<file path="config.mk">
export PLATFORM = sky130hd
export DESIGN_NAME = sssc_ctrl
export DESIGN_NICKNAME = d
export VERILOG_FILES = /design/src/hw/rtl/sssc_pkg.sv /design/src/hw/rtl/sssc_ctrl.sv
export SDC_FILE = /design/constraint.sdc
export NUM_CORES = 1
export LEC_CHECK = 0
export ABC_AREA = 1
export BUFFER_PORTS_ARGS = -buffer_cell sky130_fd_sc_hd__buf_2
export CAP_MARGIN = 20
export CORE_MARGIN = 2
export CORE_UTILIZATION = 40
export DETAILED_ROUTE_END_ITERATION = 10
export MAX_ROUTING_LAYER = met4
export PLACE_DENSITY = 0.69
export SLEW_MARGIN = 25
export SYNTH_ARGS = -nofsm -noshare
export SYNTH_HDL_FRONTEND = slang
export SYNTH_SLANG_ARGS = --single-unit
export TNS_END_PERCENT = 20
</file>
<file path="constraint.sdc">
create_clock -name aclk -period 1.4 [get_ports aclk]
set_input_delay 0.14 -clock aclk [delete_from_list [all_inputs] [get_ports aclk]]
set_output_delay 0.14 -clock aclk [all_outputs]
set_load 0.02 [all_outputs]
</file>
<file path="src/hw/rtl/sssc_pkg.sv">
// Shared types and constants for the slack calculator.
`timescale 1ns / 1ps
`default_nettype none
package sssc_pkg;

    localparam int MAX_TASKS = 16;
    localparam int IDX_W = (MAX_TASKS > 1) ? $clog2(MAX_TASKS) : 1;

    typedef enum logic {
        CMD_LOAD = 1'b0,
        CMD_CALC = 1'b1
    } cmd_t;

    typedef struct packed {
        logic        cmd;
        logic [3:0]  task_index;
        logic [31:0] period;
        logic [31:0] wcet;
        logic [31:0] rel_deadline;
        logic [31:0] wcrt;
        logic [31:0] current_tick;
        logic [31:0] wake_time;
        logic [31:0] completed_work;
    } in_item_t;

    typedef struct packed {
        logic signed [31:0] slack_value;
        logic [31:0]        slack_time;
        logic [31:0]        abs_deadline;
    } out_item_t;

    typedef enum logic [4:0] {
        ST_IDLE,
        ST_LOAD,
        ST_RDUP,
        ST_SETUP,
        ST_PT_START,
        ST_WL_START,
        ST_WL_DIV,
        ST_WL_MUL,
        ST_WL_ACC,
        ST_EVAL,
        ST_NEXT_H,
        ST_HP_START,
        ST_HP_DIV,
        ST_HP_MUL,
        ST_WRITE,
        ST_OUT
    } state_t;

    // Datapath commands
    typedef struct packed {
        logic load;        // write task parameters
        logic rd_up;       // read higher-rank entry
        logic setup;       // deadline, corollaries
        logic pt_dl;       // next point is the deadline
        logic wl_start;    // start a workload sum at the point
        logic div_start;   // start ceiling division of point by period k
        logic wl_mul;      // multiply quotient by wcet
        logic wl_acc;      // accumulate product, advance k
        logic eval;        // compare slack at point
        logic h_start;     // start ceil(ival/p) for task h-1
        logic h_mul;       // form first multiple
        logic pt_adv;      // advance point by period
        logic h_dec;       // move to next higher task
        logic write;       // store results
    } dp_cmd_t;

    typedef struct packed {
        logic is_load;
        logic idx_ok;
        logic done_c2;
        logic div_busy;
        logic wl_last;     // k equals idx
        logic h_zero;      // no more higher tasks
        logic p_zero;      // period of task h-1 is zero
        logic pt_in;       // point below deadline
    } dp_sts_t;

endpackage
`default_nettype wire

</file>
<file path="src/hw/rtl/sssc_ctrl.sv">
// Sequencer of the slack calculator.
`timescale 1ns / 1ps
`default_nettype none
module sssc_ctrl
    import sssc_pkg::*;
(
    input  wire logic    aclk,
    input  wire logic    aresetn,
    input  wire logic    s_valid,
    output logic         s_ready,
    output logic         m_valid,
    input  wire logic    m_ready,
    input  wire dp_sts_t sts,
    output dp_cmd_t      cmd
);
    state_t state_reg, state_next;
    logic   evalh_reg, evalh_next;   // set while scanning multiples

    always_ff @(posedge aclk) begin
        if (!aresetn) begin
            state_reg <= ST_IDLE;
            evalh_reg <= 1'b0;
        end else begin
            state_reg <= state_next;
            evalh_reg <= evalh_next;
        end
    end

    always_comb begin
        state_next = state_reg;
        evalh_next = evalh_reg;
        cmd        = '0;
        s_ready    = 1'b0;
        m_valid    = 1'b0;
        unique case (state_reg)
            ST_IDLE: begin
                s_ready = 1'b1;
                if (s_valid) state_next = ST_LOAD;
            end
            ST_LOAD: begin
                if (!sts.idx_ok) begin
                    state_next = ST_IDLE;
                end else if (sts.is_load) begin
                    cmd.load   = 1'b1;
                    state_next = ST_IDLE;
                end else begin
                    state_next = ST_RDUP;
                end
            end
            ST_RDUP: begin
                cmd.rd_up  = 1'b1;
                state_next = ST_SETUP;
            end
            ST_SETUP: begin
                cmd.setup  = 1'b1;
                state_next = ST_PT_START;
            end
            ST_PT_START: begin
                if (sts.done_c2) begin
                    state_next = ST_WRITE;
                end else begin
                    cmd.pt_dl  = 1'b1;
                    evalh_next = 1'b0;
                    state_next = ST_WL_START;
                end
            end
            ST_WL_START: begin
                cmd.wl_start = 1'b1;
                state_next   = ST_WL_DIV;
            end
            ST_WL_DIV: begin
                cmd.div_start = 1'b1;
                state_next    = ST_WL_MUL;
            end
            ST_WL_MUL: begin
                if (!sts.div_busy) begin
                    cmd.wl_mul = 1'b1;
                    state_next = ST_WL_ACC;
                end
            end
            ST_WL_ACC: begin
                cmd.wl_acc = 1'b1;
                state_next = sts.wl_last ? ST_EVAL : ST_WL_DIV;
            end
            ST_EVAL: begin
                cmd.eval = 1'b1;
                if (evalh_reg) begin
                    cmd.pt_adv = 1'b1;
                    state_next = ST_HP_MUL;
                end else begin
                    state_next = ST_NEXT_H;
                end
            end
            ST_NEXT_H: begin
                if (sts.h_zero) begin
                    state_next = ST_WRITE;
                end else if (sts.p_zero) begin
                    cmd.h_dec = 1'b1;
                end else begin
                    cmd.h_start = 1'b1;
                    state_next  = ST_HP_START;
                end
            end
            ST_HP_START: begin
                state_next = ST_HP_DIV;
            end
            ST_HP_DIV: begin
                if (!sts.div_busy) begin
                    cmd.h_mul  = 1'b1;
                    evalh_next = 1'b1;
                    state_next = ST_HP_MUL;
                end
            end
            ST_HP_MUL: begin
                // point ready: scan it or drop to next task
                if (sts.pt_in) begin
                    state_next = ST_WL_START;
                end else begin
                    cmd.h_dec  = 1'b1;
                    evalh_next = 1'b0;
                    state_next = ST_NEXT_H;
                end
            end
            ST_WRITE: begin
                cmd.write  = 1'b1;
                state_next = ST_OUT;
            end
            ST_OUT: begin
                m_valid = 1'b1;
                if (m_ready) state_next = ST_IDLE;
            end
            default: state_next = ST_IDLE;
        endcase
    end

    a_one_side: assert property (@(posedge aclk) disable iff (!aresetn)
        !(s_ready && m_valid)) else $error("input and output both open");
    a_out_hold: assert property (@(posedge aclk) disable iff (!aresetn)
        m_valid && !m_ready |=> m_valid) else $error("result dropped");
    a_write_then_out: assert property (@(posedge aclk) disable iff (!aresetn)
        cmd.write |=> m_valid) else $error("write without result");
endmodule
`default_nettype wire

</file>
==> impl_metrics.toml, run 1 <==
[floorplan]
start_util_pct = 42.36
ioPinCount = 28
dieHeight_um = 43.94
dieArea_um2 = 1931
die_x_um = 43.94
coreArea_um2 = 1506
rows = 14

[routing]
antenna_left = 0
initialDrtViolationCount = 19
finalWirelength_um = 1824
viasPerCell = 4.755
drcViolationCount = 0
dr.pass1.iters = 5
routedWlPerCell_um = 9.913
num_vias = 875

[pwr]
pwr-share-comb_pct = 38.0
p_int_uw = 335.4
power.leakage_nw = 0.6063
seq_power_share_pct = 31.3
swShare_pct = 37.58
p_switching_uw = 201.9
p_per_area_nw_per_um2 = 605.6
ir_worst_vdd_uv = 391.2
p_total_uw = 537.2
p_clk_share_pct = 30.7

[sta]
rsz0062_at_grt = "yes"
finalHoldViolCount = 0
whs_ns = 0.1793
setup_violations = 0
clock.fmax_mhz = 732.4
tightest_slew_ns = 0.1863
drv_slew = 0
fin_crit_ns = 1.365
fin_skew_ns = 0.004660
maxSlewHeadroom_pct = 87.53
fin_ws_ns = 0.03453
final.period_utilization_pct = 97.53

[layout]
largest_reg_flops = 4
diodes = 0
layout-drive-gt1-share_pct = 35.12
layout_commonest_cell = "nand2_1"
finalNetCount = 181
syn_to_final_growth_pct = 39.02
n_fill_cell = 163
fin_cells = 184
mostFrequentLayoutCells = "nand2_1, inv_1, nor2_1"
finalInstanceArea_um2 = 887.1

[logic_synthesis]
synthCells = 136
syn_area_um2 = 638.1
yosys-top-cells-area = "nand2_1, nor2_1, dfxtp_1"
netlist-cell-type-count = 12
ys_warn_count = 0
yosysSeqAreaShare_pct = 15.69
yosys.area.top_type = "nand2_1"
synth_top_area_share_pct = 30.00
ys_seq_elements = 5
syn-num-nets = 148
avgSynthCellArea_um2 = 4.692

[grt]
grtUsageMet1_pct = 23.00
grt_pass1_wl_um = 2918
grt_pass1_vias = 770
grt-ovfl-total = 0
top_usage_layer = "met2"
grt_max_degree = 7
grt_usage_pct = 20.79
antenna_found_initial = 0
use_met3_pct = 2.083
use_met2_pct = 35.59

[critical_path]
r2r_start = "state_reg[1]$_SDFFE_PN0P_"
end_kind = "primary output"
crit_path_start = "state_reg[2]$_SDFFE_PN0P_"
critPathKind = "flop to primary output"
critPathBufInv = 2
path_common_cell = "nand2_2"
crit_end = "cmd[4]"
setup.worst_path.start_class = "flop"
arrival_ns = 1.23
slowest_stage = "dfxtp_2"
rr_endpoint = "state_reg[3]$_SDFFE_PN0P_"
r2r_cells = 8
crit_fanout = 6
cpPeakStageDelay_ns = 0.35
cp.required_ns = 1.26
crit_cells = 6
r2r_setup_slack_ns = 0.10
crit_family = "simple AND/OR/NAND/NOR gates"
cp_cell_sequence = "inv_2, nand2_2, nor2_4, nand2_2, nor2_1, buf_4"

[placement]
dp.cells = 180
dp_worst_setup_slack_ns = 0.07679
placed_cell_area_um2 = 800.8
io_buffers = 27
hpwl_um = 1559
gp_congestion = 0.9256

[clock_tree]
htree_levels = 1
cts.sinks = 5
numCtsBuffers = 3
cts_tree = "built"
clock-root-buffer = "clkbuf_4"
clockBufferDepth = 2
clk_pin_slew_ns = 0.04
clock_latency_ns = 0.24

[job]
max_cap_viol_count = 0

[worst_hold_path]
timing.hold.worst.class = "input pin to flop"

[run_status]
outcome = "complete, no violations"
worst min-delay path, cell delays in order:
cell and delay, ns:
buf_2 0.07, inv_1 0.07, nor2_1 0.10
layer usage:
| layer | wire (µm) | up-vias |
|---|---|---|
| li1 | - | 462 |
| met1 | 727 | 382 |
| met2 | 968 | 29 |
| met3 | 111 | 2 |
| met4 | 17 | 0 |
| met5 | 0 | - |
cells by family (layout without fill, tap and decap cells):
logic type,after synthesis,after routing,share of synthesized area (%)
buf+inv,28,60,16.47
flops,5,5,15.69
simple gates,96,96,61.76
compound gates,7,7,6.077
through the flow:
stage	util [%]	TNS, ns
6_report	58.89	0
5_1_grt	58.89	-0.1428
4_1_cts	55.65	0
3_5_place_dp	53.16	0
3_3_place_gp	53.16	0
2_1_floorplan	-	0
synth_stat cells, drive strengths merged:
cell type / instances
a21oi: 5
dfxtp: 5
inv: 28
nand2: 56
nand3: 8
nor2: 31
nor3: 1
o21ai: 2
cell type report:
| type | instances | area (µm²) | share of cell area, % |
|---|---|---|---|
| well taps | 16 | 20.02 | 2.257 |
| flip-flops and latches | 5 | 105.1 | 11.85 |
| repair buffers | 28 | 155.1 | 17.49 |
| clock buffers | 4 | 26.28 | 2.962 |
| multi-input cells | 103 | 475.5 | 53.60 |
| inverters | 28 | 105.1 | 11.85 |
repair_timing:
| item | CTS | global route |
|---|---|---|
| setup buffers | 0 | 0 |
| gates resized for setup | 5 | 17 |
| pin swaps | 0 | 1 |
| hold buffers | 0 | 0 |
| hold endpoints to repair | 0 | 0 |
| setup endpoints to repair | 6 | 13 |
power by group through the flow:
stage | Clock, mW | Combinational (mW) | Sequential, mW
after floorplan | 0 | 0.126 | 0.163
after global placement | 0 | 0.189 | 0.165
after detailed placement | 0 | 0.188 | 0.166
after CTS | 0.171 | 0.191 | 0.164
after global routing | 0.172 | 0.231 | 0.168
final | 0.165 | 0.204 | 0.168
worst min path at each step:
| stage | startpoint | cells past startpoint | slack (ns) | to |
|---|---|---|---|---|
| floorplan | aresetn | 2 | 0.31 | evalh_reg$_SDFFE_PN0P_ |
| detailed placement | aresetn | 3 | 0.43 | evalh_reg$_SDFFE_PN0P_ |
| finish | aresetn | 3 | 0.18 | evalh_reg$_SDFFE_PN0P_ |
| global route | aresetn | 3 | 0.20 | evalh_reg$_SDFFE_PN0P_ |
| global placement | aresetn | 3 | 0.43 | evalh_reg$_SDFFE_PN0P_ |
| CTS | aresetn | 3 | 0.18 | evalh_reg$_SDFFE_PN0P_ |
No activity file was read; power rests on OpenSTA's default activity.
==> run 2: changes to the inputs <==
--- a/config.mk
+++ b/config.mk
@@ -9,10 +9,9 @@
 export BUFFER_PORTS_ARGS = -buffer_cell sky130_fd_sc_hd__buf_2
 export CAP_MARGIN = 20
 export CORE_MARGIN = 2
-export CORE_UTILIZATION = 40
+export CORE_UTILIZATION = 30
 export DETAILED_ROUTE_END_ITERATION = 10
 export MAX_ROUTING_LAYER = met4
-export PLACE_DENSITY = 0.69
 export SLEW_MARGIN = 25
 export SYNTH_ARGS = -nofsm -noshare
 export SYNTH_HDL_FRONTEND = slang
==> impl_metrics.toml, run 2 (synthesis gave the netlist of run 1 again) <==
[layout]
largest_reg_flops = 4
syn_to_final_growth_pct = 39.61
mostFrequentLayoutCells = "nand2_1, buf_2, inv_1, nor2_1, nand2_2"
fin_cells = 195
layout_commonest_cell = "nand2_1"
layout-drive-gt1-share_pct = 36.90
finalNetCount = 181
diodes = 0
utilization_pct = 44.95

[sta]
setup_violations = 0
finalHoldViolCount = 0
drv_slew = 0
whs_ns = 0.2028
fin_skew_ns = 0.0005962
final.setup.tns_ns = 0
tightest_slew_ns = 0.1778
final.period_utilization_pct = 96.21
clock.fmax_mhz = 742.4
maxSlewHeadroom_pct = 88.05
fin_crit_ns = 1.347
rsz0062_at_grt = "yes"

[floorplan]
coreArea_um2 = 1982
ioPinCount = 28
rows = 16
dieArea_um2 = 2512
dieHeight_um = 50.12
die_x_um = 50.12
start_util_pct = 32.20

[routing]
dr.pass1.iters = 4
finalWirelength_um = 1819
viasPerCell = 4.451
antenna_left = 0
num_vias = 868
routedWlPerCell_um = 9.328
initialDrtViolationCount = 27
drcViolationCount = 0

[pwr]
p_per_area_nw_per_um2 = 604.7
power.leakage_nw = 0.6071
ir_worst_vdd_uv = 461.8

[worst_hold_path]
hold-path-endpoint = "evalh_reg$_SDFFE_PN0P_"
hp-start = "aresetn"
timing.hold.worst.class = "input pin to flop"
hold_path_depth = 3

[clock_tree]
hold_buffers = 0
clock-root-buffer = "clkbuf_4"
clockBufferDepth = 2
clk_pin_slew_ns = 0.04
cts_tree = "built"
htree_levels = 1
clock_latency_ns = 0.24
cts.sinks = 5
postCtsSetupBuffers = 0
numCtsBuffers = 3

[critical_path]
cp.required_ns = 1.26
crit_fanout = 5
arrival_ns = 1.21
end_kind = "primary output"
setup.worst_path.start_class = "flop"
rr_endpoint = "state_reg[0]$_SDFFE_PN0P_"
r2r_start = "state_reg[1]$_SDFFE_PN0P_"
critPathKind = "flop to primary output"
r2r_cells = 8
r2r_setup_slack_ns = 0.12

[placement]
hpwl_um = 1586
gp_congestion = 0.9691
io_buffers = 27
dp.cells = 191

[grt]
grt-ovfl-total = 0
grt_pass1_wl_um = 2939
grt_usage_pct = 15.67
grt_max_degree = 7
antenna_found_initial = 0
grt_pass1_vias = 758

[run_status]
outcome = "complete, no violations"

[job]
max_cap_viol_count = 0
run 2: per-stage QoR:
| step | setup slack [ns] | power, mW | cell area [µm²] |
|---|---|---|---|
| 6_report | 0.05308 | 0.5387 | 890.9 |
| 4_1_cts | -0.002554 | 0.5323 | 858.3 |
| 3_3_place_gp | 0.06466 | 0.3550 | 814.5 |
| 2_1_floorplan | 0.06881 | 0.2890 | 638.1 |
| 3_5_place_dp | 0.07832 | 0.3554 | 814.5 |
| 5_1_grt | -0.03486 | 0.5826 | 890.9 |
run 2: worst max-delay path, cell delays in order (launching register included):
cell,delay (ns)
dfxtp_2,0.35
inv_2,0.08
nand2_2,0.09
nor2_4,0.16
nand3_2,0.09
nand2_1,0.07
buf_4,0.13
run 2: layer usage:
layer  GRT usage (%)  wire (µm)  up-vias
li1                -          -      468
met1           18.58        797      371
met2           25.44        907       27
met3           1.212         99        2
met4           9.722         14        0
met5               -          0        -
run 2: final cells by class:
cell class / instances / area [µm²]
repair buffers: 28 / 152.6
inverters: 28 / 105.1
well taps: 27 / 33.78
clock buffers: 4 / 26.28
multi-input cells: 103 / 467.9
flip-flops and latches: 5 / 105.1
fillers: 241 / 1091
run 2: worst max path at each step:
stage / start / end / slack, ns / depth (start not counted)
final: state_reg[0]$_SDFFE_PN0P_ / cmd[1] / 0.05 / 6
after floorplan: state_reg[3]$_SDFFE_PN0P_ / state_reg[0]$_SDFFE_PN0P_ / 0.07 / 8
after global routing: state_reg[0]$_SDFFE_PN0P_ / cmd[1] / -0.03 / 6
after detailed placement: state_reg[2]$_SDFFE_PN0P_ / state_reg[0]$_SDFFE_PN0P_ / 0.08 / 8
after global placement: state_reg[2]$_SDFFE_PN0P_ / evalh_reg$_SDFFE_PN0P_ / 0.06 / 7
after CTS: state_reg[0]$_SDFFE_PN0P_ / cmd[3] / -0.003 / 5
run 2: repair_timing:
| item | in CTS | in global routing |
|---|---|---|
| pin swaps | 1 | 2 |
| endpoints found under the setup margin | 6 | 8 |
| gates resized for setup | 8 | 14 |
run 2: power by group:
| group | internal [mW] | total [mW] | switching (mW) |
|---|---|---|---|
| combinational | 0.0748 | 0.207 | 0.132 |
| clock | 0.107 | 0.162 | 0.0548 |
| sequential | 0.154 | 0.170 | 0.0161 |
==> run 3: changes to the inputs <==
--- a/config.mk
+++ b/config.mk
@@ -12,6 +12,7 @@
 export CORE_UTILIZATION = 30
 export DETAILED_ROUTE_END_ITERATION = 10
 export MAX_ROUTING_LAYER = met4
+export RECOVER_POWER = 25
 export SLEW_MARGIN = 25
 export SYNTH_ARGS = -nofsm -noshare
 export SYNTH_HDL_FRONTEND = slang
==> impl_metrics.toml, run 3 (synthesis gave the netlist of run 1 again) <==
[run_status]
outcome = "complete, no violations"

[grt]
grt_usage_pct = 15.67
top_usage_layer = "met2"
antenna_found_initial = 0
grt_pass1_wl_um = 2939
grt_pass1_vias = 758
grtUsageMet1_pct = 18.58
grt-ovfl-total = 0
grt_max_degree = 7
use_met3_pct = 1.212
use_met2_pct = 25.44

[critical_path]
crit_fanout = 5
rr_endpoint = "state_reg[0]$_SDFFE_PN0P_"
cpPeakStageDelay_ns = 0.35
crit_path_start = "state_reg[0]$_SDFFE_PN0P_"
slowest_stage = "dfxtp_2"
arrival_ns = 1.21
r2r_setup_slack_ns = 0.12
cp_cell_sequence = "inv_2, nand2_2, nor2_4, nand3_2, nand2_1, buf_4"
r2r_start = "state_reg[1]$_SDFFE_PN0P_"
r2r_cells = 8
setup.worst_path.start_class = "flop"
crit_end = "cmd[1]"
critPathKind = "flop to primary output"
end_kind = "primary output"
cp.required_ns = 1.26

[floorplan]
ioPinCount = 28
coreArea_um2 = 1982
dieHeight_um = 50.12
dieArea_um2 = 2512
die_x_um = 50.12
start_util_pct = 32.20
rows = 16

[pwr]
p_int_uw = 335.6
pwr-share-comb_pct = 38.3
p_switching_uw = 202.9
p_clk_share_pct = 30.1
seq_power_share_pct = 31.6
p_per_area_nw_per_um2 = 607.0
ir_worst_vdd_uv = 461.7
swShare_pct = 37.68
power.leakage_nw = 0.5940

[layout]
layout-drive-gt1-share_pct = 35.12
finalInstanceArea_um2 = 887.1
diodes = 0
n_fill_cell = 244
finalNetCount = 181
mostFrequentLayoutCells = "nand2_1, inv_1, nor2_1"
syn_to_final_growth_pct = 39.02
fin_cells = 195
largest_reg_flops = 4
layout_commonest_cell = "nand2_1"

[sta]
setup_violations = 0
tightest_slew_ns = 0.2614
final.period_utilization_pct = 96.20
finalHoldViolCount = 0
fin_crit_ns = 1.347
drv_slew = 0
maxSlewHeadroom_pct = 82.65
clock.fmax_mhz = 742.5
whs_ns = 0.2028
fin_ws_ns = 0.05315
rsz0062_at_grt = "yes"
fin_skew_ns = 0.0005962

[clock_tree]
htree_levels = 1
clockBufferDepth = 2
postCtsSetupBuffers = 0
cts_tree = "built"
cts.sinks = 5
hold_buffers = 0
clock-root-buffer = "clkbuf_4"
numCtsBuffers = 3
clk_pin_slew_ns = 0.04
clock_latency_ns = 0.24

[placement]
io_buffers = 27
gp_congestion = 0.9691
placed_cell_area_um2 = 814.5
hpwl_um = 1586
dp.cells = 191
dp_worst_setup_slack_ns = 0.07832

[routing]
initialDrtViolationCount = 29
dr.pass1.iters = 4
routedWlPerCell_um = 9.349
drcViolationCount = 0
num_vias = 866
viasPerCell = 4.441
antenna_left = 0
finalWirelength_um = 1823

[worst_hold_path]
timing.hold.worst.class = "input pin to flop"
hp-start = "aresetn"

[job]
max_cap_viol_count = 0
-- run 3: changes by cell type in the layout (fill, tap and decap cells not counted) --
cell	previous run	this run
buf_2	23	20
clkbuf_1	1	4
-- run 3: cell type report --
class | instances | area (µm²) | share of cell area, %
clock buffers | 4 | 26.28 | 2.962
well taps | 27 | 33.78 | 3.808
multi-input cells | 103 | 467.9 | 52.75
flip-flops and latches | 5 | 105.1 | 11.85
repair buffers | 28 | 148.9 | 16.78
inverters | 28 | 105.1 | 11.85
-- run 3: power groups by stage --
stage               clock network, mW  registers, mW  logic, mW
detailed placement                  0          0.165      0.190
finish                          0.162          0.170      0.206
global route                    0.178          0.171      0.234
floorplan                           0          0.163      0.126
global placement                    0          0.164      0.191
CTS                             0.174          0.166      0.193
-- run 3: worst min path at each step --
stage          slack (ns)  cells past startpoint                         to
2_1_floorplan        0.31                      2     evalh_reg$_SDFFE_PN0P_
3_3_place_gp         0.43                      3     evalh_reg$_SDFFE_PN0P_
3_5_place_dp         0.45                      3     evalh_reg$_SDFFE_PN0P_
4_1_cts              0.19                      3     evalh_reg$_SDFFE_PN0P_
5_1_grt              0.23                      3  state_reg[2]$_SDFFE_PN0P_
6_report             0.20                      3     evalh_reg$_SDFFE_PN0P_
-- run 3: timing repair --
action                     CTS  global route
resized for setup            8            14
pin swaps                    1             2
setup endpoints to repair    6             8
-- run 3: routing by layer --
metal | vias to the layer above | wire length (µm)
li1 | 468 | -
met1 | 369 | 812
met2 | 27 | 903
met3 | 2 | 93
met4 | 0 | 14
met5 | - | 0
-- run 3: through the flow --
step / TNS (ns) / util, % / power [mW]
finish: 0 / 44.76 / 0.5385
global route: -0.08814 / 44.76 / 0.5821
CTS: -0.002554 / 43.31 / 0.5323
detailed placement: 0 / 41.10 / 0.3554
global placement: 0 / 41.10 / 0.3550
floorplan: 0 / - / 0.2890
-- run 3: worst max-delay path, delay by kind of cell, from the launching register on --
| family | cells | cell delay [ns] |
|---|---|---|
| AND/OR/NAND/NOR | 4 | 0.41 |
| flip-flops | 1 | 0.35 |
| buffers and inverters | 2 | 0.21 |
